File: config.mk
export PLATFORM = sky130hd
export DESIGN_NAME = fwsc_div
export DESIGN_NICKNAME = d
export VERILOG_FILES = /design/src/sv/fwsc_div.sv
export SDC_FILE = /design/constraint.sdc
export NUM_CORES = 1
export LEC_CHECK = 0
export ABC_AREA = 1
export BUFFER_PORTS_ARGS = -buffer_cell sky130_fd_sc_hd__buf_2
export CORE_MARGIN = 1.5
export CORE_UTILIZATION = 55
export CTS_BUF_LIST = sky130_fd_sc_hd__clkbuf_4 sky130_fd_sc_hd__clkbuf_8 sky130_fd_sc_hd__clkbuf_16
export CTS_CLUSTER_SIZE = 16
export DETAILED_ROUTE_END_ITERATION = 8
export HOLD_SLACK_MARGIN = 0.08
export PLACE_DENSITY = 0.77
export REMOVE_ABC_BUFFERS = 1
export SYNTH_ARGS = -nofsm -noshare
export SYNTH_HDL_FRONTEND = slang
export SYNTH_SLANG_ARGS = --single-unit
File: constraint.sdc
create_clock -name clk_i -period 3.15 [get_ports clk_i]
set_input_delay 0.315 -clock clk_i [delete_from_list [all_inputs] [get_ports clk_i]]
set_output_delay 0.315 -clock clk_i [all_outputs]
set_load 0.02 [all_outputs]
File: src/sv/fwsc_div.sv
// Pipelined restoring divider, one quotient bit per stage.
// Quotient must fit Q_W bits. Uses no package.
module fwsc_div #(
  parameter int NUM_W = 27,
  parameter int DEN_W = 13,
  parameter int Q_W   = 15
) (
  input  logic             clk_i,
  input  logic             rst_ni,
  input  logic             en_i,
  input  logic             vld_i,
  input  logic [NUM_W-1:0] num_i,
  input  logic [DEN_W-1:0] den_i,
  output logic             vld_o,
  output logic [Q_W-1:0]   q_o
);
  localparam int W = (NUM_W > DEN_W + Q_W) ? NUM_W : DEN_W + Q_W;

  logic [NUM_W-1:0] rem_q [Q_W];
  logic [DEN_W-1:0] den_q [Q_W];
  logic [Q_W-1:0]   quo_q [Q_W];
  logic             vld_q [Q_W];

  for (genvar s = 0; s < Q_W; s++) begin : g_stage
    localparam int B = Q_W - 1 - s;
    logic [NUM_W-1:0] rem_in;
    logic [DEN_W-1:0] den_in;
    logic [Q_W-1:0]   quo_in;
    logic             vld_in;
    logic [W-1:0]     shifted;
    logic             ge;
    logic [NUM_W-1:0] rem_d;
    logic [Q_W-1:0]   quo_d;

    if (s == 0) begin : g_first
      assign rem_in = num_i;
      assign den_in = den_i;
      assign quo_in = '0;
      assign vld_in = vld_i;
    end else begin : g_next
      assign rem_in = rem_q[s-1];
      assign den_in = den_q[s-1];
      assign quo_in = quo_q[s-1];
      assign vld_in = vld_q[s-1];
    end

    always_comb begin
      shifted  = W'(den_in) << B;
      ge       = W'(rem_in) >= shifted;
      rem_d    = ge ? NUM_W'(W'(rem_in) - shifted) : rem_in;
      quo_d    = quo_in;
      quo_d[B] = ge;
    end

    always_ff @(posedge clk_i or negedge rst_ni) begin
      if (!rst_ni) begin
        vld_q[s] <= 1'b0;
      end else if (en_i) begin
        vld_q[s] <= vld_in;
      end
    end

    always_ff @(posedge clk_i) begin
      if (en_i) begin
        rem_q[s] <= rem_d;
        den_q[s] <= den_in;
        quo_q[s] <= quo_d;
      end
    end
  end

  assign vld_o = vld_q[Q_W-1];
  assign q_o   = quo_q[Q_W-1];

endmodule

After elaboration in Yosys (flattened, before gate mapping)
Memory sizes are Yosys's and may differ from the RTL's. Cells that the tools add are included.

$add $sub $neg: 15. Multiplexer cells: 17. Magnitude comparators: 15.

Operator list (count): $mux W27 (15); $ge A27 B13 Y1 (1); $ge A27 B14 Y1 (1); $ge A27 B15 Y1 (1); $ge A27 B16 Y1 (1); $ge A27 B17 Y1 (1); $ge A27 B18 Y1 (1); $ge A27 B19 Y1 (1); $ge A27 B20 Y1 (1); $ge A27 B21 Y1 (1); $ge A27 B22 Y1 (1); $ge A27 B23 Y1 (1); $ge A27 B24 Y1 (1); $ge A27 B25 Y1 (1); $ge A27 B26 Y1 (1); $ge A27 B27 Y1 (1); $sub A27 B13 Y27 (1); $sub A27 B14 Y27 (1); $sub A27 B15 Y27 (1); $sub A27 B16 Y27 (1); $sub A27 B17 Y27 (1); $sub A27 B18 Y27 (1); $sub A27 B19 Y27 (1); $sub A27 B20 Y27 (1); 8 further kinds (9).

RAM bits: 825. Word-level logic and storage cells: 65. Register bits: 15. Output and inout bits: 16. Memories: 3.

Memories: rem_q (words 15, width 27, read ports 14, clocked after Yosys merged registers in 0, write ports 15, RTL line 19) `logic [NUM_W-1:0] rem_q [Q_W];`; quo_q (words 15, width 15, read ports 15, clocked after Yosys merged registers in 0, write ports 15, RTL line 21) `logic [Q_W-1:0] quo_q [Q_W];`; den_q (words 15, width 13, read ports 14, clocked after Yosys merged registers in 0, write ports 15, RTL line 20) `logic [DEN_W-1:0] den_q [Q_W];`.

Longest topological paths before layout
An unclocked memory read counts as a cell.

Word-level depth: 3. Gate-level depth with buffers: 15. Mapped depth without buffers: 14.

Worst setup path after synthesis
No wires, ideal clock.

Kind: reg-to-reg. From: memory rem_q[6][7]. To: memory rem_q[7][24] (data pin). Data required time: 2.896 ns. Stages on the path, launching flop included: 15. Arrival time: 1.849 ns. Slack: 1.046 ns. Library setup time: 0.254 ns. Cell sequence: edfxtp_1 inv_1 ha_1 inv_1 fa_1 nand2_2 a21oi_2 nand2_1 nand2_2 nand2_1 nand2_2 nor2_4 buf_6 buf_8 a21oi_2.

RTL lines (RTL line): from (decl) (19).

==> flow_summary.toml <==
[status]
status = "complete, no violations"

[final_layout]
area_growth_pct = 11.21
num_antenna_cells = 0
final_area_um2 = 44810
final_nets = 5122
fillCellCount = 6036
drive_above_1_share_pct = 7.608

[synthesis]
avgSynthCellArea_um2 = 8.578
synthTopCellsByArea = "edfxtp_1, nand2_1, inv_1"
yosys_warnings = 0
netlist.area_leader.share_pct = 50.68
netlist_instances = 4697
netlist_area_um2 = 40290
yosysTopAreaCell = "edfxtp_1"
yosysSeqAreaShare_pct = 51.61
synth_cell_types = 49
synth_seq_cells = 695

[drt]
vias = 31420
drt-initial-drc-count = 2973
drc = 0
antenna_left = 0
vias_per_cell = 5.335
dr.pass1.iters = 7
routed_wl_mm = 97.07
wl_per_cell_um = 16.49

[worst_setup_path]
endpoint_kind = "flop"
crit_arrival_ns = 3.34
r2r_start = "rem_q[5][10]$_DFFE_PP_"
critPathLaunch = "rem_q[5][10]$_DFFE_PP_"
required_ns = 3.61
cp-start-kind = "flop"
crit_fanout = 20
crit_type = "reg -> reg"
reg2regPathDepth = 11

[sta]
timing_hold_violations_final = 0
worstMarginPinSlew_ns = 0.7629
fin_skew_ns = 0.04170
layout_worst_path_cycle_share_pct = 91.61
grt_setup_unrepaired = "no"
min_period_ns = 2.886
clock.fmax_mhz = 346.5
slew_headroom_pct = 49.02
setup_viol = 0
tns_ns = 0
slew_violations = 0

[worst_hold_path]
hp-class = "in -> async"

[cts]
numCtsBuffers = 76
cts_buffer_depth = 3
cts_resized = 0
tritoncts = "built"
cts-root-buf = "clkbuf_16"
htree_levels = 3
insertion_delay_ns = 0.65
clk_pin_slew_ns = 0.07
clkSinkCount = 695

[power]
power_frac_seq_pct = 38.9
cellPowerDensity_nw_per_um2 = 795.2
peakVddDrop_mv = 0.4193
internal_power_w = 0.02216
leakage_nw = 20.58
p_switching_w = 0.01347
pwr-share-comb_pct = 36.0
share_clk_of_total_power_pct = 25.0
p_sw_share_pct = 37.81

[placed_design]
io_buffers = 59
place_area_um2 = 41840
place_congestion = 0.9725
hpwlAfterDp_mm = 74.21

[grt]
grt_util_all_layers_pct = 26.17
antenna_found_initial = 2
overflow = 0
grt_pass1_wl_mm = 153.9
grt_pass1_vias = 29810
grt_max_degree = 109

[floorplanning]
io_pins = 60
chipHeight_um = 273.7
rows = 99
die_x_um = 273.7
die_area_um2 = 74890
initial_core_util_pct = 55.41
core_area_um2 = 72710

[run]
maxCapViolCount = 0
## cells in the final DEF (no fill, tap or decap), types with 7 or more instances in the layout
| master | n |
|---|---|
| clkinv_2 | 13 |
| edfxtp_1 | 680 |
| nor2_1 | 405 |
| inv_2 | 15 |
| clkinvlp_4 | 7 |
| a21oi_1 | 137 |
| nor3_1 | 31 |
| fa_1 | 14 |
| nand3_1 | 264 |
| o21bai_1 | 7 |
| nand3b_1 | 56 |
| dlygate4sd3_1 | 42 |
| inv_1 | 748 |
| clkinv_1 | 14 |
| nand2_1 | 1626 |
| nand3_2 | 10 |
| buf_4 | 26 |
| or2_2 | 9 |
| nand2_2 | 27 |
| xnor2_1 | 28 |
| nand4_1 | 79 |
| buf_2 | 58 |
| o21ai_0 | 86 |
| ha_1 | 195 |
| and2_1 | 9 |
| a21oi_2 | 51 |
| dfrtp_1 | 15 |
| o21ai_1 | 12 |
| clkbuf_16 | 78 |
| nor2_2 | 21 |
| buf_12 | 10 |
| clkbuf_4 | 11 |
| xor2_1 | 83 |
## path summary, 6_finish.rpt
kind	end	slack, ns
min	g_stage[7].vld_in$_DFFE_PN0P_	0.12
max reg2reg	rem_q[6][18]$_DFFE_PP_	0.26
min in group clk_i	den_q[0][90]$_DFFE_PP_	0.16
max in group asynchronous	g_stage[1].vld_in$_DFFE_PN0P_	2.77
min reg2reg	quo_q[9][9]$_DFFE_PP_	0.39
max	rem_q[6][18]$_DFFE_PP_	0.26
## registers in the layout, summed over array words and instances, names as in the netlist
name            flops
rem_q             378
quo_q             120
vld_o               1
g_stage.vld_in     14
den_q             182
## metal layers
layer	wire length [um]	track usage, %
met2	44910	42.66
met3	7519	4.491
met1	40710	34.43
met4	3905	11.43
met5	23	0
## cells in the mapped netlist (all sizes together)
master	number
xor2	83
xnor2	28
dfrtp	15
o2111ai	1
nand3	274
nor2	432
and3	4
inv	766
clkinv	2
nand4	79
a21o	2
nor4	3
and3b	1
ha	195
clkbuf	3
fa	14
mux2	1
nand3b	56
and2	10
or2	11
nor3	36
a21boi	6
o211ai	1
o21bai	7
buf	40
a211oi	1
edfxtp	680
o21ai	100
o21a	3
nand2	1655
a21oi	188
## through the flow
stage / total power (W) / util [%] / hold slack (ns) / cells / setup slack [ns]
floorplan: 0.02285 / - / 0.01941 / 4654 / 0.7538
global placement: 0.02629 / 57.54 / 0.2260 / 5708 / 0.3048
detailed placement: 0.02649 / 57.54 / 0.2416 / 5708 / 0.2957
CTS: 0.03553 / 61.62 / 0.1050 / 5888 / 0.2918
global route: 0.03798 / 61.62 / 0.1372 / 5888 / 0.1714
finish: 0.03563 / 61.62 / 0.1189 / 5888 / 0.2642
## what timing repair did
action	in CTS	in global routing
setup buffers	0	0
endpoints found under the hold margin	56	0
hold buffers	42	0
## final cells by class
class	instances	area (um^2)	area share, %
Timing Repair Buffer	137	1121	2.502
Inverter	768	2890	6.450
Tap cell	959	1200	2.678
Sequential cell	695	20790	46.41
Clock buffer	92	2076	4.633
Clock inverter	46	473.0	1.056
Multi-Input combinational cell	3191	16250	36.27
## power by group through the flow
stage	Sequential, W	Clock, W	Combinational, W
after floorplan	0.0133	0	0.00954
after detailed placement	0.0140	0	0.0125
after global routing	0.0140	0.00943	0.0146
after CTS	0.0138	0.00906	0.0126
after global placement	0.0140	0	0.0123
final	0.0139	0.00893	0.0128
## critical path, cell delays in order (launching register included)
cell	delay, ns
edfxtp_1	0.41
ha_1	0.38
nand2_1	0.07
inv_1	0.13
nand3_1	0.10
nor3_1	0.53
nand2_1	0.11
nand2_1	0.11
inv_1	0.04
nand2_1	0.56
nand3_1	0.15
nand2_1	0.14
## logic make-up after synthesis
family,Yosys count,synth area share [%]
XOR/XNOR,111,2.413
AO/OA/AOI/OAI,309,4.475
flip-flops,695,51.61
multiplexers,1,0.02795
adder cells (fa/ha/maj),209,6.751
buffers and inverters,811,8.049
AND/OR/NAND/NOR,2561,26.67
No activity file was read; power rests on OpenSTA's default activity.
