File: src/sv/fwsc_pkg.sv
// Fuzzy wheel speed controller: shared widths, codes, rule tables and types.
// No dependencies.
package fwsc_pkg;

  localparam int X_W    = 16;   // sonar range
  localparam int BP_W   = 13;   // breakpoint register
  localparam int G_W    = 15;   // grade, Q1.14 up to 1.0
  localparam int GNUM_W = 27;   // grade dividend: 13-bit difference shifted by 14
  localparam int NUM_W  = 27;   // weighted centroid sum
  localparam int DEN_W  = 19;   // weight sum over up to 27 rules
  localparam int PSUM_W = 18;   // weight sum over up to 9 rules
  localparam int SPD_W  = 8;
  localparam int NREG   = 8;
  localparam int IDX_W  = 3;

  localparam logic [G_W-1:0] ONE_Q14     = 15'd16384;
  localparam logic [G_W-1:0] GRADE_FLOOR = 15'd2;
  localparam logic [X_W-1:0] SHAPE_TOP   = 16'd5000;

  localparam logic [7:0] CENTROID_SLOW = 8'd20;
  localparam logic [7:0] CENTROID_MED  = 8'd150;
  localparam logic [7:0] CENTROID_FAST = 8'd220;

  // speed classes
  localparam logic [1:0] CLS_SLOW = 2'd0;
  localparam logic [1:0] CLS_MED  = 2'd1;
  localparam logic [1:0] CLS_FAST = 2'd2;

  // register indexes
  localparam logic [IDX_W-1:0] REG_FOLLOW_LOW_END  = 3'd0;
  localparam logic [IDX_W-1:0] REG_FOLLOW_LOW_ZERO = 3'd1;
  localparam logic [IDX_W-1:0] REG_FOLLOW_MID_END  = 3'd2;
  localparam logic [IDX_W-1:0] REG_FOLLOW_MID_ZERO = 3'd3;
  localparam logic [IDX_W-1:0] REG_AVOID_LOW_END   = 3'd4;
  localparam logic [IDX_W-1:0] REG_AVOID_LOW_ZERO  = 3'd5;
  localparam logic [IDX_W-1:0] REG_AVOID_MID_END   = 3'd6;
  localparam logic [IDX_W-1:0] REG_AVOID_MID_ZERO  = 3'd7;

  localparam logic [BP_W-1:0] REG_RESET [NREG] = '{
    13'd600, 13'd700, 13'd750, 13'd1000, 13'd700, 13'd900, 13'd1000, 13'd1250
  };

  // follower rules, index g1*3+g2
  localparam logic [1:0] FOLLOW_LEFT [9] = '{
    CLS_SLOW, CLS_SLOW, CLS_SLOW,
    CLS_SLOW, CLS_MED,  CLS_SLOW,
    CLS_FAST, CLS_FAST, CLS_FAST
  };
  localparam logic [1:0] FOLLOW_RIGHT [9] = '{
    CLS_FAST, CLS_FAST, CLS_FAST,
    CLS_FAST, CLS_MED,  CLS_MED,
    CLS_SLOW, CLS_SLOW, CLS_SLOW
  };

  // avoider rules, index g1*9+g2*3+g3
  localparam logic [1:0] AVOID_LEFT [27] = '{
    CLS_SLOW, CLS_SLOW, CLS_SLOW, CLS_FAST, CLS_FAST, CLS_FAST, CLS_SLOW, CLS_MED,  CLS_FAST,
    CLS_SLOW, CLS_MED,  CLS_FAST, CLS_SLOW, CLS_MED,  CLS_FAST, CLS_SLOW, CLS_MED,  CLS_FAST,
    CLS_SLOW, CLS_SLOW, CLS_SLOW, CLS_SLOW, CLS_SLOW, CLS_SLOW, CLS_SLOW, CLS_MED,  CLS_MED
  };
  localparam logic [1:0] AVOID_RIGHT [27] = '{
    CLS_FAST, CLS_FAST, CLS_FAST, CLS_SLOW, CLS_SLOW, CLS_SLOW, CLS_FAST, CLS_SLOW, CLS_SLOW,
    CLS_FAST, CLS_FAST, CLS_SLOW, CLS_FAST, CLS_FAST, CLS_SLOW, CLS_FAST, CLS_FAST, CLS_SLOW,
    CLS_FAST, CLS_FAST, CLS_FAST, CLS_FAST, CLS_FAST, CLS_FAST, CLS_FAST, CLS_FAST, CLS_MED
  };

  typedef logic [3:0][BP_W-1:0] bp4_t;    // le, lz, me, mz from bit 0 up
  typedef logic [2:0][G_W-1:0]  grade3_t; // low, medium, high

  typedef struct packed {
    logic [NUM_W-1:0] fl_num;
    logic [NUM_W-1:0] fr_num;
    logic [DEN_W-1:0] f_den;
    logic [NUM_W-1:0] al_num;
    logic [NUM_W-1:0] ar_num;
    logic [DEN_W-1:0] a_den;
  } sums_t;

  typedef struct packed {
    logic [SPD_W-1:0] avoid_right;
    logic [SPD_W-1:0] avoid_left;
    logic [SPD_W-1:0] follow_right;
    logic [SPD_W-1:0] follow_left;
  } speeds_t;

endpackage

File: src/sv/fwsc_rules.sv
// Rule firing (min) and weighted centroid sums for both controllers.
// Depends on fwsc_pkg.
module fwsc_rules (
  input  logic              clk_i,
  input  logic              rst_ni,
  input  logic              en_i,
  input  logic              vld_i,
  input  fwsc_pkg::grade3_t g_fa_i,   // min of ranges four to six
  input  fwsc_pkg::grade3_t g_fb_i,   // range seven
  input  fwsc_pkg::grade3_t g_aa_i,   // range two
  input  fwsc_pkg::grade3_t g_ab_i,   // min of ranges three and four
  input  fwsc_pkg::grade3_t g_ac_i,   // range five
  output logic              vld_o,
  output fwsc_pkg::sums_t   sums_o
);
  localparam int PW = fwsc_pkg::PSUM_W;
  localparam int DW = fwsc_pkg::DEN_W;
  localparam int NW = fwsc_pkg::NUM_W;

  logic [fwsc_pkg::G_W-1:0] wf_d [9];
  logic [fwsc_pkg::G_W-1:0] wf_q [9];
  logic [fwsc_pkg::G_W-1:0] wa_d [27];
  logic [fwsc_pkg::G_W-1:0] wa_q [27];
  logic [PW-1:0] sfl_d [3], sfr_d [3], sfl_q [3], sfr_q [3];
  logic [PW-1:0] sal_d [3][3], sar_d [3][3], sal_q [3][3], sar_q [3][3];
  fwsc_pkg::sums_t sums_d, sums_q;
  logic vw_q, vs_q, vo_q;

  function automatic logic [NW-1:0] wsum(input logic [DW-1:0] s0, input logic [DW-1:0] s1,
                                         input logic [DW-1:0] s2);
    return NW'(s0) * NW'(fwsc_pkg::CENTROID_SLOW) + NW'(s1) * NW'(fwsc_pkg::CENTROID_MED)
         + NW'(s2) * NW'(fwsc_pkg::CENTROID_FAST);
  endfunction

  // stage 1: rule strengths
  always_comb begin
    logic [fwsc_pkg::G_W-1:0] m;
    for (int i = 0; i < 3; i++) begin
      for (int j = 0; j < 3; j++) begin
        wf_d[i*3+j] = (g_fa_i[i] < g_fb_i[j]) ? g_fa_i[i] : g_fb_i[j];
        m = (g_aa_i[i] < g_ab_i[j]) ? g_aa_i[i] : g_ab_i[j];
        for (int k = 0; k < 3; k++) begin
          wa_d[i*9+j*3+k] = (m < g_ac_i[k]) ? m : g_ac_i[k];
        end
      end
    end
  end

  // stage 2: per-class weight sums, avoider split in three groups of nine
  always_comb begin
    for (int c = 0; c < 3; c++) begin
      sfl_d[c] = '0;
      sfr_d[c] = '0;
      for (int r = 0; r < 9; r++) begin
        if (fwsc_pkg::FOLLOW_LEFT[r] == 2'(c))  sfl_d[c] = sfl_d[c] + PW'(wf_q[r]);
        if (fwsc_pkg::FOLLOW_RIGHT[r] == 2'(c)) sfr_d[c] = sfr_d[c] + PW'(wf_q[r]);
      end
      for (int g = 0; g < 3; g++) begin
        sal_d[g][c] = '0;
        sar_d[g][c] = '0;
        for (int r = 0; r < 9; r++) begin
          if (fwsc_pkg::AVOID_LEFT[g*9+r] == 2'(c))
            sal_d[g][c] = sal_d[g][c] + PW'(wa_q[g*9+r]);
          if (fwsc_pkg::AVOID_RIGHT[g*9+r] == 2'(c))
            sar_d[g][c] = sar_d[g][c] + PW'(wa_q[g*9+r]);
        end
      end
    end
  end

  // stage 3: centroid products
  always_comb begin
    logic [DW-1:0] tl [3];
    logic [DW-1:0] tr [3];
    for (int c = 0; c < 3; c++) begin
      tl[c] = DW'(sal_q[0][c]) + DW'(sal_q[1][c]) + DW'(sal_q[2][c]);
      tr[c] = DW'(sar_q[0][c]) + DW'(sar_q[1][c]) + DW'(sar_q[2][c]);
    end
    sums_d.fl_num = wsum(DW'(sfl_q[0]), DW'(sfl_q[1]), DW'(sfl_q[2]));
    sums_d.fr_num = wsum(DW'(sfr_q[0]), DW'(sfr_q[1]), DW'(sfr_q[2]));
    sums_d.f_den  = DW'(sfl_q[0]) + DW'(sfl_q[1]) + DW'(sfl_q[2]);
    sums_d.al_num = wsum(tl[0], tl[1], tl[2]);
    sums_d.ar_num = wsum(tr[0], tr[1], tr[2]);
    sums_d.a_den  = tl[0] + tl[1] + tl[2];
  end

  always_ff @(posedge clk_i or negedge rst_ni) begin
    if (!rst_ni) begin
      vw_q <= 1'b0;
      vs_q <= 1'b0;
      vo_q <= 1'b0;
    end else if (en_i) begin
      vw_q <= vld_i;
      vs_q <= vw_q;
      vo_q <= vs_q;
    end
  end

  always_ff @(posedge clk_i) begin
    if (en_i) begin
      wf_q   <= wf_d;
      wa_q   <= wa_d;
      sfl_q  <= sfl_d;
      sfr_q  <= sfr_d;
      sal_q  <= sal_d;
      sar_q  <= sar_d;
      sums_q <= sums_d;
    end
  end

  assign vld_o  = vo_q;
  assign sums_o = sums_q;

endmodule

File: config.mk
export PLATFORM = sky130hd
export DESIGN_NAME = fwsc_rules
export DESIGN_NICKNAME = d
export VERILOG_FILES = /design/src/sv/fwsc_pkg.sv /design/src/sv/fwsc_rules.sv
export SDC_FILE = /design/constraint.sdc
export NUM_CORES = 2
export LEC_CHECK = 0
export BUFFER_PORTS_ARGS = -buffer_cell sky130_fd_sc_hd__buf_2
export CAP_MARGIN = 20
export CORE_UTILIZATION = 55
export CTS_CLUSTER_SIZE = 14
export DETAILED_ROUTE_END_ITERATION = 8
export GPL_TIMING_DRIVEN = 0
export PLACE_DENSITY = 0.72
export SETUP_SLACK_MARGIN = 0.1
export SYNTH_ARGS = -nofsm -noshare
export SYNTH_HDL_FRONTEND = slang
export SYNTH_SLANG_ARGS = --single-unit
File: constraint.sdc
create_clock -name clk_i -period 25.7 [get_ports clk_i]
set_clock_uncertainty 0.15 [all_clocks]
set_input_delay 5.14 -clock clk_i [delete_from_list [all_inputs] [get_ports clk_i]]
set_output_delay 5.14 -clock clk_i [all_outputs]
set_load 0.05 [all_outputs]
Word-level counts from Yosys, hierarchy flattened. Index checks and enable logic that the tools add are counted.

Register bits: 986. Bits in latches: 0. Bits in writable memories: 0. ROM bits: 0. Input port bits: 229. Output and inout port bits: 147. Logic and storage cells: 218. Memories: 0.

Add/sub/neg operators: 54. Multiply operators: 12. Divide/modulo/power cells: 0. $lt $le $gt $ge: 45. Eq/ne operators: 0. Shifts and indexed selects: 0. Mux-type cells: 45. Bitwise logic cells: 0. Reductions and logical operators: 0.

Operators by type and width (number): $lt A15 B15 Y1 (45); $mux W15 (45); $add A15 B15 Y16 (11); $add A18 B15 Y18 (9); $add A16 B15 Y17 (9); $add A17 B15 Y18 (5); $add A18 B18 Y19 (4); $add A19 B18 Y19 (4); $mul A19 B6 Y25 const B (2); $mul A18 B6 Y24 const B (2); $mul A15 B7 Y22 const B (2); $mul A19 B3 Y22 const B (2); $mul A18 B3 Y21 const B (2); $add A19 B19 Y19 (2); $add A23 B26 Y27 (1); $add A24 B26 Y27 (1); $add A24 B27 Y27 (1); $add A25 B27 Y27 (1); $add A27 B26 Y27 (1); $add A27 B27 Y27 (1); $mul A19 B7 Y26 const B (1); $add A24 B23 Y25 (1); $mul A18 B7 Y25 const B (1); $add A23 B23 Y24 (1); other kinds (2) (2).

Logic depth before layout (Yosys ltp).
Word-level depth: 7. Depth in mapped cells: 37. Gate-level depth less buffers: 37.

Worst setup path after synthesis. Ideal clock, no wire load.

Kind: input to register. Start: in g_ab_i[38] in the netlist's numbering. End: reg wa_q[19] in the netlist's numbering (data pin). Setup time: 0.260 ns. Arrival: 9.627 ns. Data required time: 25.290 ns. Slack: 15.663 ns. Stages: 24. Path buffers: 3. Path through: inv_1 > ha_1 > a21o_1 > a21o_1 > a21o_1 > a41oi_1 > nor2_1 > a31oi_1 > clkbuf_1 > clkbuf_1 > nand2_1 > o21ai_0 > ha_1 > a21o_1 > a21o_1 > a21o_1 > a21o_1 > a21oi_1 > nor2b_1 > o21ai_0 > o311ai_0 > a21oi_1 > buf_2 > mux2_2.

RTL lines: start: declaration (line fwsc_rules.sv:11) `input fwsc_pkg::grade3_t g_ab_i,`; end signal: assignment (line fwsc_rules.sv:102) `wa_q <= wa_d;`; end: declaration (line fwsc_rules.sv:23) `logic [fwsc_pkg::G_W-1:0] wa_q [27];`.

==> results.json <==
{
  "stdcell_area_sq_mm": 0.109,
  "cts_tree": "done",
  "drtAntennaViolNets": 0,
  "fmax_mhz": 89.1,
  "synth_area_sq_mm": 0.101,
  "place_ws_ns": 13.95,
  "core.rowCount": 156,
  "grt_max_degree": 127,
  "status": "finished, final reports clean",
  "clk_latency_ns": 0.79,
  "synthDominantCellAreaShare": 0.289,
  "mostFrequentLayoutCell": "ha_1",
  "post-cts-setup-buffers": 0,
  "grt_setup_unrepaired": "false",
  "drive_gt1_frac": 0.135,
  "area.growth.synth_to_final_pct": 8.68,
  "fp.dieH_microns": 430,
  "synth_edf_count": 969,
  "cts_hold_buffers": 0,
  "grt_usage": 0.317,
  "whs_ns": 0.269,
  "routed_wl_microns": 296000,
  "synth_seq_cells": 972,
  "core-area_sq_mm": 0.181,
  "endpoint_kind": "register",
  "first_pass_iters": 6,
  "setup_violations": 0,
  "cts_root_buffer": "clkbuf_16",
  "synth.distinct_cells": 88,
  "period_share": 0.437,
  "synth.avg_cell_area_sq_um": 11.1,
  "ys.flop_type": "edfxtp_1",
  "place_area_sq_mm": 0.106,
  "grt_first_pass_wirelength_microns": 438000,
  "route.detailed.drc": 0,
  "boundaryPins": 376,
  "crit_arrival_ns": 11.56,
  "fp.dieW_microns": 430,
  "maxSlewHeadroom": 0.137,
  "first_iter_violations": 5692,
  "vias_per_cell": 6.02,
  "htreeDepth": 3,
  "cp.required_ns": 26.04,
  "synthArstFlopShare": 0.00309,
  "cts-buffers-inserted": 104,
  "crit_type": "in -> reg",
  "synth_top_area_cell": "edfxtp_1",
  "maxCapViolCount": 0,
  "dieArea_sq_mm": 0.185,
  "yosys_warnings": 0,
  "grt_pass1_vias": 73645,
  "synth.yosys.seq_area_share": 0.290,
  "hp-class": "reg -> reg",
  "worstSetupStartpointType": "input pin",
  "grt-ovfl-total": 0,
  "cts_buffer_depth": 3,
  "dpl.hpwl_microns": 244000,
  "tightest_slew_ns": 1.29,
  "period_needed_ns": 11.22,
  "initial_utilization": 0.555,
  "synth_cells": 9086,
  "hold_violations": 0,
  "vias": 72478,
  "port_buffers": 329,
  "fin_tns_setup_ns": 0,
  "clock-sinks": 972,
  "clk_pin_slew_worst_paths_ns": 0.06,
  "slew_violations": 0,
  "grt_antenna_before_repair": 26,
  "yosys-top-cells-area": "edfxtp_1 (29%), ha_1 (20%), fa_1 (15%)",
  "finalWorstSetupSlack_ns": 14.48,
  "crit_path_max_fanout": 10,
  "mostFrequentLayoutCells": "ha_1 (1638), inv_1 (1228), edfxtp_1 (969)",
  "wire_per_inst_microns": 24.6,
  "cts_resized": 0,
  "routabilityCongestion": 0.995,
  "final_nets": 12180
}
## worst paths after layout
check	startpoint	end	slack [ns]	cells after the start
max in group asynchronous	rst_ni	vs_q	21.27	1
worst min register to register	wa_q[296]	sal_q[137]	0.27	0
worst min-delay path	wa_q[296]	sal_q[137]	0.27	0
worst max-delay path	g_ab_i[17]	wa_q[81]	14.48	18
min in group asynchronous	rst_ni	vw_q	4.03	1
worst max register to register	sar_q[109]	sums_o[44]	15.87	35
## per-layer routing
layer / vias up / global-route usage / share of wire
met2: 2730 / 0.506 / 0.45
li1: 33399 / - / -
met4: 10 / 0.166 / 0.058
met3: 634 / 0.0527 / 0.076
met1: 35705 / 0.413 / 0.42
met5: - / 0 / 0.00026
## cells in the mapped netlist, types with 14 or more instances
cell       count
ha_1        1638
inv_1       1228
edfxtp_1     969
fa_1         751
mux2_2       627
a21oi_1      512
xnor2_1      404
nor2_1       350
a21o_1       332
nand2_1      296
o21ai_0      291
nor2b_1      165
nor3_1       148
xor2_1       139
nand3_1      135
nand2b_1     110
nand4_1       91
o21a_1        77
a211oi_1      65
clkbuf_1      61
a31oi_1       54
and3_1        48
o21bai_1      47
a21boi_0      41
or2_2         29
mux2i_1       28
o211ai_1      24
or3_1         24
a41oi_1       23
buf_2         23
a211o_1       21
o41ai_1       19
a2111oi_0     16
nor4_1        16
o2111ai_1     16
a31o_2        15
and2_1        15
o21ai_1       15
and4_1        14
## through the flow
stage	util	instances
final	0.603	12036
after global routing	0.603	12030
after CTS	0.603	12017
after detailed placement	0.583	11824
after global placement	0.581	11788
after floorplan	-	9089
## state kept, by name, summed over array words and instances, names as in the netlist
name    count
vs_q        1
wa_q      405
sal_q     118
sums_o    142
wf_q      135
vw_q        1
sar_q      86
sfl_q      50
vld_o       1
sfr_q      33
## area by class of cell
cell class              count  area [sq um]
multi-input cells        6787         66400
diodes                     17          42.5
inverters                1228          4610
fillers                 14667         71900
plain buffers             102           479
flip-flops and latches    972         29200
well taps                2370          2970
clock inverters            77           947
clock buffers             116          2650
repair buffers            367          2110
## cells by family after synthesis
logic type | count (synthesis) | share of synthesized area
AO/OA/AOI/OAI | 1705 | 0.111
other | 1 | 0.0000373
buffers and inverters | 1330 | 0.0505
multiplexers | 666 | 0.0746
flip-flops | 972 | 0.290
XOR/XNOR | 543 | 0.0472
adder cells (fa/ha/maj) | 2389 | 0.353
AND/OR/NAND/NOR | 1480 | 0.0740
## worst max-delay path, stage by stage
cell	delay, ns
buf_2	0.14
inv_1	0.10
ha_1	0.30
a21o_1	0.18
a31oi_1	0.28
o21ai_1	0.17
a221oi_2	0.49
o21ai_2	0.31
clkbuf_1	0.39
mux2_2	0.50
ha_1	0.33
o21ai_0	0.10
nand2b_1	0.08
a221oi_1	1.07
nor3_1	0.18
nor4_4	0.86
buf_2	0.54
mux2_2	0.39
Power is left out: the tool's default activity adds up to more than one toggle a clock period on the data nets, which glitch-free logic cannot reach.
