### src/sv/fwsc_pkg.sv
// Fuzzy wheel speed controller: shared widths, codes, rule tables and types.
// No dependencies.
package fwsc_pkg;

  localparam int X_W    = 16;   // sonar range
  localparam int BP_W   = 13;   // breakpoint register
  localparam int G_W    = 15;   // grade, Q1.14 up to 1.0
  localparam int GNUM_W = 27;   // grade dividend: 13-bit difference shifted by 14
  localparam int NUM_W  = 27;   // weighted centroid sum
  localparam int DEN_W  = 19;   // weight sum over up to 27 rules
  localparam int PSUM_W = 18;   // weight sum over up to 9 rules
  localparam int SPD_W  = 8;
  localparam int NREG   = 8;
  localparam int IDX_W  = 3;

  localparam logic [G_W-1:0] ONE_Q14     = 15'd16384;
  localparam logic [G_W-1:0] GRADE_FLOOR = 15'd2;
  localparam logic [X_W-1:0] SHAPE_TOP   = 16'd5000;

  localparam logic [7:0] CENTROID_SLOW = 8'd20;
  localparam logic [7:0] CENTROID_MED  = 8'd150;
  localparam logic [7:0] CENTROID_FAST = 8'd220;

  // speed classes
  localparam logic [1:0] CLS_SLOW = 2'd0;
  localparam logic [1:0] CLS_MED  = 2'd1;
  localparam logic [1:0] CLS_FAST = 2'd2;

  // register indexes
  localparam logic [IDX_W-1:0] REG_FOLLOW_LOW_END  = 3'd0;
  localparam logic [IDX_W-1:0] REG_FOLLOW_LOW_ZERO = 3'd1;
  localparam logic [IDX_W-1:0] REG_FOLLOW_MID_END  = 3'd2;
  localparam logic [IDX_W-1:0] REG_FOLLOW_MID_ZERO = 3'd3;
  localparam logic [IDX_W-1:0] REG_AVOID_LOW_END   = 3'd4;
  localparam logic [IDX_W-1:0] REG_AVOID_LOW_ZERO  = 3'd5;
  localparam logic [IDX_W-1:0] REG_AVOID_MID_END   = 3'd6;
  localparam logic [IDX_W-1:0] REG_AVOID_MID_ZERO  = 3'd7;

  localparam logic [BP_W-1:0] REG_RESET [NREG] = '{
    13'd600, 13'd700, 13'd750, 13'd1000, 13'd700, 13'd900, 13'd1000, 13'd1250
  };

  // follower rules, index g1*3+g2
  localparam logic [1:0] FOLLOW_LEFT [9] = '{
    CLS_SLOW, CLS_SLOW, CLS_SLOW,
    CLS_SLOW, CLS_MED,  CLS_SLOW,
    CLS_FAST, CLS_FAST, CLS_FAST
  };
  localparam logic [1:0] FOLLOW_RIGHT [9] = '{
    CLS_FAST, CLS_FAST, CLS_FAST,
    CLS_FAST, CLS_MED,  CLS_MED,
    CLS_SLOW, CLS_SLOW, CLS_SLOW
  };

  // avoider rules, index g1*9+g2*3+g3
  localparam logic [1:0] AVOID_LEFT [27] = '{
    CLS_SLOW, CLS_SLOW, CLS_SLOW, CLS_FAST, CLS_FAST, CLS_FAST, CLS_SLOW, CLS_MED,  CLS_FAST,
    CLS_SLOW, CLS_MED,  CLS_FAST, CLS_SLOW, CLS_MED,  CLS_FAST, CLS_SLOW, CLS_MED,  CLS_FAST,
    CLS_SLOW, CLS_SLOW, CLS_SLOW, CLS_SLOW, CLS_SLOW, CLS_SLOW, CLS_SLOW, CLS_MED,  CLS_MED
  };
  localparam logic [1:0] AVOID_RIGHT [27] = '{
    CLS_FAST, CLS_FAST, CLS_FAST, CLS_SLOW, CLS_SLOW, CLS_SLOW, CLS_FAST, CLS_SLOW, CLS_SLOW,
    CLS_FAST, CLS_FAST, CLS_SLOW, CLS_FAST, CLS_FAST, CLS_SLOW, CLS_FAST, CLS_FAST, CLS_SLOW,
    CLS_FAST, CLS_FAST, CLS_FAST, CLS_FAST, CLS_FAST, CLS_FAST, CLS_FAST, CLS_FAST, CLS_MED
  };

  typedef logic [3:0][BP_W-1:0] bp4_t;    // le, lz, me, mz from bit 0 up
  typedef logic [2:0][G_W-1:0]  grade3_t; // low, medium, high

  typedef struct packed {
    logic [NUM_W-1:0] fl_num;
    logic [NUM_W-1:0] fr_num;
    logic [DEN_W-1:0] f_den;
    logic [NUM_W-1:0] al_num;
    logic [NUM_W-1:0] ar_num;
    logic [DEN_W-1:0] a_den;
  } sums_t;

  typedef struct packed {
    logic [SPD_W-1:0] avoid_right;
    logic [SPD_W-1:0] avoid_left;
    logic [SPD_W-1:0] follow_right;
    logic [SPD_W-1:0] follow_left;
  } speeds_t;

endpackage

### src/sv/fwsc_div.sv
// Pipelined restoring divider, one quotient bit per stage.
// Quotient must fit Q_W bits. Uses no package.
module fwsc_div #(
  parameter int NUM_W = 27,
  parameter int DEN_W = 13,
  parameter int Q_W   = 15
) (
  input  logic             clk_i,
  input  logic             rst_ni,
  input  logic             en_i,
  input  logic             vld_i,
  input  logic [NUM_W-1:0] num_i,
  input  logic [DEN_W-1:0] den_i,
  output logic             vld_o,
  output logic [Q_W-1:0]   q_o
);
  localparam int W = (NUM_W > DEN_W + Q_W) ? NUM_W : DEN_W + Q_W;

  logic [NUM_W-1:0] rem_q [Q_W];
  logic [DEN_W-1:0] den_q [Q_W];
  logic [Q_W-1:0]   quo_q [Q_W];
  logic             vld_q [Q_W];

  for (genvar s = 0; s < Q_W; s++) begin : g_stage
    localparam int B = Q_W - 1 - s;
    logic [NUM_W-1:0] rem_in;
    logic [DEN_W-1:0] den_in;
    logic [Q_W-1:0]   quo_in;
    logic             vld_in;
    logic [W-1:0]     shifted;
    logic             ge;
    logic [NUM_W-1:0] rem_d;
    logic [Q_W-1:0]   quo_d;

    if (s == 0) begin : g_first
      assign rem_in = num_i;
      assign den_in = den_i;
      assign quo_in = '0;
      assign vld_in = vld_i;
    end else begin : g_next
      assign rem_in = rem_q[s-1];
      assign den_in = den_q[s-1];
      assign quo_in = quo_q[s-1];
      assign vld_in = vld_q[s-1];
    end

    always_comb begin
      shifted  = W'(den_in) << B;
      ge       = W'(rem_in) >= shifted;
      rem_d    = ge ? NUM_W'(W'(rem_in) - shifted) : rem_in;
      quo_d    = quo_in;
      quo_d[B] = ge;
    end

    always_ff @(posedge clk_i or negedge rst_ni) begin
      if (!rst_ni) begin
        vld_q[s] <= 1'b0;
      end else if (en_i) begin
        vld_q[s] <= vld_in;
      end
    end

    always_ff @(posedge clk_i) begin
      if (en_i) begin
        rem_q[s] <= rem_d;
        den_q[s] <= den_in;
        quo_q[s] <= quo_d;
      end
    end
  end

  assign vld_o = vld_q[Q_W-1];
  assign q_o   = quo_q[Q_W-1];

endmodule

### src/sv/fwsc_grade.sv
// Trapezoid grading of one range into low, medium, high Q1.14 grades.
// Depends on fwsc_pkg and fwsc_div.
module fwsc_grade (
  input  logic                        clk_i,
  input  logic                        rst_ni,
  input  logic                        en_i,
  input  logic                        vld_i,
  input  logic [fwsc_pkg::X_W-1:0]    x_i,
  input  fwsc_pkg::bp4_t              bp_i,
  output logic                        vld_o,
  output fwsc_pkg::grade3_t           g_o
);
  typedef struct packed {
    logic [fwsc_pkg::GNUM_W-1:0] num;
    logic [fwsc_pkg::BP_W-1:0]   den;
  } div_in_t;

  // plateau gives 1/1, outside gives 0/1 (floored later)
  function automatic div_in_t trap(input logic [15:0] x, input logic [15:0] x1,
                                   input logic [15:0] x2, input logic [15:0] x3,
                                   input logic [15:0] x4);
    div_in_t r;
    if (x > x1 && x < x2) begin
      r.num = {13'(x - x1), 14'd0};
      r.den = 13'(x2 - x1);
    end else if (x >= x2 && x <= x3) begin
      r.num = 27'(fwsc_pkg::ONE_Q14);
      r.den = 13'd1;
    end else if (x > x3 && x < x4) begin
      r.num = {13'(x4 - x), 14'd0};
      r.den = 13'(x4 - x3);
    end else begin
      r.num = '0;
      r.den = 13'd1;
    end
    return r;
  endfunction

  logic [15:0] le, lz, me, mz;
  div_in_t     sh_d [3];
  div_in_t     sh_q [3];
  logic        vld1_q;
  logic [2:0]  dvld;
  logic [2:0][fwsc_pkg::G_W-1:0] quo;
  fwsc_pkg::grade3_t g_q;
  logic        vld2_q;

  assign le = 16'(bp_i[0]);
  assign lz = 16'(bp_i[1]);
  assign me = 16'(bp_i[2]);
  assign mz = 16'(bp_i[3]);

  always_comb begin
    sh_d[0] = trap(x_i, 16'd0, 16'd0, le, lz);
    sh_d[1] = trap(x_i, le, lz, me, mz);
    sh_d[2] = trap(x_i, me, mz, fwsc_pkg::SHAPE_TOP, fwsc_pkg::SHAPE_TOP);
  end

  always_ff @(posedge clk_i or negedge rst_ni) begin
    if (!rst_ni) begin
      vld1_q <= 1'b0;
      vld2_q <= 1'b0;
    end else if (en_i) begin
      vld1_q <= vld_i;
      vld2_q <= dvld[0];
    end
  end

  always_ff @(posedge clk_i) begin
    if (en_i) begin
      for (int i = 0; i < 3; i++) begin
        sh_q[i] <= sh_d[i];
        g_q[i]  <= (quo[i] < fwsc_pkg::GRADE_FLOOR) ? fwsc_pkg::GRADE_FLOOR : quo[i];
      end
    end
  end

  for (genvar i = 0; i < 3; i++) begin : g_div
    fwsc_div #(
      .NUM_W (fwsc_pkg::GNUM_W),
      .DEN_W (fwsc_pkg::BP_W),
      .Q_W   (fwsc_pkg::G_W)
    ) u_div (
      .clk_i  (clk_i),
      .rst_ni (rst_ni),
      .en_i   (en_i),
      .vld_i  (vld1_q),
      .num_i  (sh_q[i].num),
      .den_i  (sh_q[i].den),
      .vld_o  (dvld[i]),
      .q_o    (quo[i])
    );
  end

  assign vld_o = vld2_q;
  assign g_o   = g_q;

endmodule

### config.mk
export PLATFORM = sky130hd
export DESIGN_NAME = fwsc_grade
export DESIGN_NICKNAME = d
export VERILOG_FILES = /design/src/sv/fwsc_pkg.sv /design/src/sv/fwsc_div.sv /design/src/sv/fwsc_grade.sv
export SDC_FILE = /design/constraint.sdc
export NUM_CORES = 2
export LEC_CHECK = 0
export BUFFER_PORTS_ARGS = -buffer_cell sky130_fd_sc_hd__buf_4
export CAP_MARGIN = 20
export CORE_AREA = 3 3 503 505
export DETAILED_ROUTE_END_ITERATION = 8
export DIE_AREA = 0 0 506 508
export SYNTH_ARGS = -nofsm -noshare
export SYNTH_HDL_FRONTEND = slang
export SYNTH_HIERARCHICAL = 1
export SYNTH_SLANG_ARGS = --single-unit
### constraint.sdc
create_clock -name clk_i -period 3.4 [get_ports clk_i]
set_input_delay 0.17 -clock clk_i [delete_from_list [all_inputs] [get_ports clk_i]]
set_output_delay 0.17 -clock clk_i [all_outputs]
set_load 0.03 [all_outputs]
---- Word-level counts from Yosys, hierarchy flattened ----
Memories as Yosys holds them, arrays and structs flattened.
Cells that the tools add are included.
operators by class
  magnitude comparators ................... 62
  multiplexer cells ....................... 56
  reduce and logical (&&, ||, !) cells .... 7
  $add $sub $neg .......................... 52
operator list
  kind                                              number
  27-bit two-way mux                                45
  40-bit two-way mux                                9
  27-bit by 13-bit >= comparator with 1-bit output  3
  27-bit by 14-bit >= comparator with 1-bit output  3
  27-bit by 15-bit >= comparator with 1-bit output  3
  27-bit by 16-bit >= comparator with 1-bit output  3
  27-bit by 17-bit >= comparator with 1-bit output  3
  27-bit by 18-bit >= comparator with 1-bit output  3
  27-bit by 19-bit >= comparator with 1-bit output  3
  27-bit by 20-bit >= comparator with 1-bit output  3
  27-bit by 21-bit >= comparator with 1-bit output  3
  27-bit by 22-bit >= comparator with 1-bit output  3
  27-bit by 23-bit >= comparator with 1-bit output  3
  27-bit by 24-bit >= comparator with 1-bit output  3
  27-bit by 25-bit >= comparator with 1-bit output  3
  27-bit by 26-bit >= comparator with 1-bit output  3
  27-bit >= comparator                              3
  27-bit by 13-bit subtractor with 27-bit output    3
  27-bit by 14-bit subtractor with 27-bit output    3
  27-bit by 15-bit subtractor with 27-bit output    3
  27-bit by 16-bit subtractor with 27-bit output    3
  27-bit by 17-bit subtractor with 27-bit output    3
  27-bit by 18-bit subtractor with 27-bit output    3
  27-bit by 19-bit subtractor with 27-bit output    3
  other kinds (23)                                  57
storage, ports and cells
  word-level logic and storage cells ...... 207
  bits in registers ....................... 62
  output and inout port bits .............. 46
  memories kept ........................... 10
  input bits .............................. 72
  memory bits (writable) .................. 2595
memory list
  name                  words  width  rd ports  clocked after Yosys merged registers in  wr ports  RTL line        RTL
  g_div[0].u_div.rem_q  15     27     14        0                                        15        fwsc_div.sv:19  logic [NUM_W-1:0] rem_q [Q_W];
  g_div[1].u_div.rem_q  15     27     14        0                                        15        fwsc_div.sv:19
  g_div[2].u_div.rem_q  15     27     14        0                                        15        fwsc_div.sv:19
  g_div[0].u_div.quo_q  15     15     15        0                                        15        fwsc_div.sv:21  logic [Q_W-1:0] quo_q [Q_W];
  g_div[1].u_div.quo_q  15     15     15        0                                        15        fwsc_div.sv:21
  g_div[2].u_div.quo_q  15     15     15        0                                        15        fwsc_div.sv:21
  4 more memories       --     --     --        --                                       --        --

---- Longest topological paths before layout ----
  word-level depth ........................ 5
  depth in mapped cells ................... 13
  mapped depth without buffers ............ 13

---- Modules after synthesis ----
Netlist, hierarchy kept.
by module, submodules not included
  module                          instances  cells each  seq. area each (µm²)  area an instance (µm²)
  fwsc_div at g_div[0].u_div ...  2          2744        20794.9               34317.9
  fwsc_div at g_div[2].u_div      1          2715        20794.9               34129.0
  fwsc_grade                      1          914         3743.6                9145.0

---- Worst setup path before layout ----
OpenSTA, ideal clock, no wires.
  kind .................................... reg2reg
  from .................................... memory g_div[0].u_div.rem_q[2][11]
  to ...................................... memory g_div[0].u_div.rem_q[3][11], data pin
  path buffers ............................ 1
  arrival time ............................ 2.935 ns
  path slack .............................. 0.198 ns
  clock period less this slack ............ 3.202 ns
  cell stages (with the launch flop) ...... 12
  required time ........................... 3.133 ns
  setup time .............................. 0.267 ns
  cells stage by stage .................... edfxtp_1 -> inv_1 -> ha_1 -> inv_1 -> fa_1 -> a211oi_1 -> nor2_1 -> o41a_1 -> a21o_1 -> a221oi_1 -> clkbuf_1 -> o21ai_0
RTL lines
  element      RTL line
  from (decl)  fwsc_div.sv:19

==> impl_results.md <==
* Yosys warning total at 6
* Number of max-cap violations at 0
* Critical path class: flop to flop
* Slew at the pin closest to its max-slew limit at 0.920 ns
* Setup crit end: g_div[0].u_div/rem_q[9][24]
* CTS Buffer Depth at 3
* Mapped cell area at 0.111 mm²
* Leak pwr at around 48 nW
* Worst Setup SP: g_div[0].u_div/den_q[1][0]
* Peak VDD IR at 0.609 mV
* Total Neg Setup Slack at 0 ns
* Pin count of the biggest net entering global routing at 143
* First-pass GRT wire length at 351,000 µm
* RSZ-0062 raised after global routing: false
* DRT Wirelength at about 220,000 µm
* Dpl hpwl at 162,000 µm
* Core Util, Final at about 50%
* Final GP Congestion at 0.928
* Total GRT Usage at 16.5%
* Reg2reg setup slack at 0.08 ns
* R2R cell count at 11
* Initial Util at 44.6%
* Worst Hold Class: input port to flop
* Final Cycle Share at 97.6%
* Max FO, Critical Path at 7
* DIE AREA at roughly 0.26 mm²
* DRC violations left at 0
* R2R Path End: g_div[0].u_div/rem_q[9][24]
* Slew HR at between 30 and 40%
* Clk pin slew, worst setup/hold paths at approximately 0.060 ns
* Cells after Synth at approximately 9,100
* Final ANT Viol Nets at 0
* Final Hold Viols at 0
* Nets at 10,300
* Root Driver: clkbuf_16
* Critical path capture point type: flop
* Crit Reg-Reg Startpoint: g_div[0].u_div/den_q[1][0]
* Worst setup SP type: flop
* First-pass detailed-route iteration total at 6
* Clk_skew at 0.0380 ns
* Fin area at 0.125 mm²
* Clock latency on the worst-skew pair at 0.87 ns
* Required @ worst endpoint at 3.99 ns
* Status: finished clean
* Worst-path cell chain: ha_1 -> fa_1 -> nor2b_1 -> o21ai_0 -> a21oi_1 -> o221ai_1 -> a31oi_1 -> buf_4 -> nor4b_4 -> or4_1 -> xnor2_1
* Initial antenna violation count at 1
* Avg Vias per Cell at ~5.2
* CP max-delay cell: or4_1
* Number of global-route vias before repair at 69,000
* Setup Buffers After CTS at 0
* Initial DRC count at 4,171
* Area after DPL at between 0.1 and 0.15 mm²
* Growth of design area from synthesis to finish at 13.3%
* Synth Area per Inst at 12.2 µm²
* PD cells at 731 mW/mm²
* Chip width at 506 µm
* Vias post-DR at 68,400
* TritonCTS clock tree: done
* H-tree depth at 4
* Crit path DAT at 3.91 ns
* Chip height at 508 µm
* TritonCTS Buffers at 229
* FMAX at 301 MHz
* Max incr delay on CP at ~0.54 ns
* Fin. max-slew vios at 0
* DR WL/cell at 16.5 µm
* Core ar. at between 0.2 and 0.25 mm²
* GRT overflow at 0
* PortBufs at 117
* # rows at 183
* Io pins at 118
* Final setup fails at 0
* Tmin final at 3.32 ns
* CTS sink cnt at 2,180
* Layout cells sized above 1 at roughly a tenth
-- registers in the layout (all words and copies together), names as in the netlist --
signal	flops
g_div.u_div/quo_q	360
g_div.u_div/g_stage.vld_in	14
g_div.u_div/den_q	546
sh_q	78
vld_o	1
g_div.u_div/vld_o	1
g_o	45
g_div.u_div/rem_q	1134
vld1_q	1
-- area by class of cell --
cell class                 instances  area, µm²
sequential                      2180      65400
fill                           21400     123000
clock buffer                     279       6010
antenna                            1       2.50
timing repair buffer             355       3130
tap                             3330       4170
multi-input combinational       5929      41900
inverter                         835       3130
clock inverter                   148       1750
-- critical path, delay by kind of cell, from the launching register on --
family,cells,cell delay (ns)
buffers and inverters,1,0.17
XOR/XNOR,1,0.14
AND/OR/NAND/NOR,3,0.73
flip-flops,1,0.39
AO/OA/AOI/OAI,4,0.99
adder cells (fa/ha/maj),2,0.65
-- layout by cell type, fill, tap and decap left out, drive strengths merged, types with 279 or more instances in the layout --
| master | n |
|---|---|
| edfxtp | 2163 |
| a21oi | 524 |
| nor2 | 541 |
| inv | 841 |
| xor2 | 342 |
| buf | 302 |
| ha | 686 |
| nand2 | 582 |
| xnor2 | 318 |
| clkbuf | 279 |
| o21ai | 547 |
-- per-stage QoR --
stage / std cells / hold WS [ns] / power (mW) / worst slack, ns
after global placement: 12600 / 0.0346 / 65.8 / 0.147
after floorplan: 9136 / -0.126 / 59.5 / 0.198
after CTS: 13100 / 0.00160 / 92.5 / 0.0734
after global routing: 13100 / 0.0435 / 97.6 / 0.00154
final: 13100 / 0.0931 / 91.7 / 0.0809
after detailed placement: 12600 / 0.0437 / 66.7 / 0.110
-- worst min path at each step --
stage / from / depth (start not counted) / end
floorplan: rst_ni / 0 / g_div[0].u_div/g_stage[10].vld_in
global placement: rst_ni / 1 / g_div[0].u_div/g_stage[8].vld_in
detailed placement: rst_ni / 1 / g_div[0].u_div/g_stage[8].vld_in
CTS: bp_i[38] / 6 / sh_q[0][119]
global route: bp_i[38] / 6 / sh_q[0][119]
finish: bp_i[38] / 6 / sh_q[0][119]
-- metal layers --
| metal | track usage, % | share of wire, % | up-vias |
|---|---|---|---|
| met5 | 0 | 0 | - |
| met4 | 6.50 | 3.7 | 0 |
| met3 | 2.38 | 3.3 | 455 |
| met2 | 29.2 | 50 | 1310 |
| met1 | 20.4 | 44 | 32200 |
| li1 | - | - | 34400 |
-- power breakdown --
| part | switching [mW] | internal, mW | leakage (nW) | total [mW] |
|---|---|---|---|---|
| Clock | 10.1 | 15.1 | 3.74 | 25.2 |
| Sequential | 3.26 | 36.5 | 21.0 | 39.7 |
| Combinational | 14.6 | 12.1 | 23.5 | 26.8 |
-- what timing repair did --
action / in CTS / in global routing
endpoints found under the hold margin: 153 / 0
resized for setup: 0 / 11
hold buffers: 53 / 0
endpoints found under the setup margin: 0 / 42
Power figures use the tool's default switching activity.
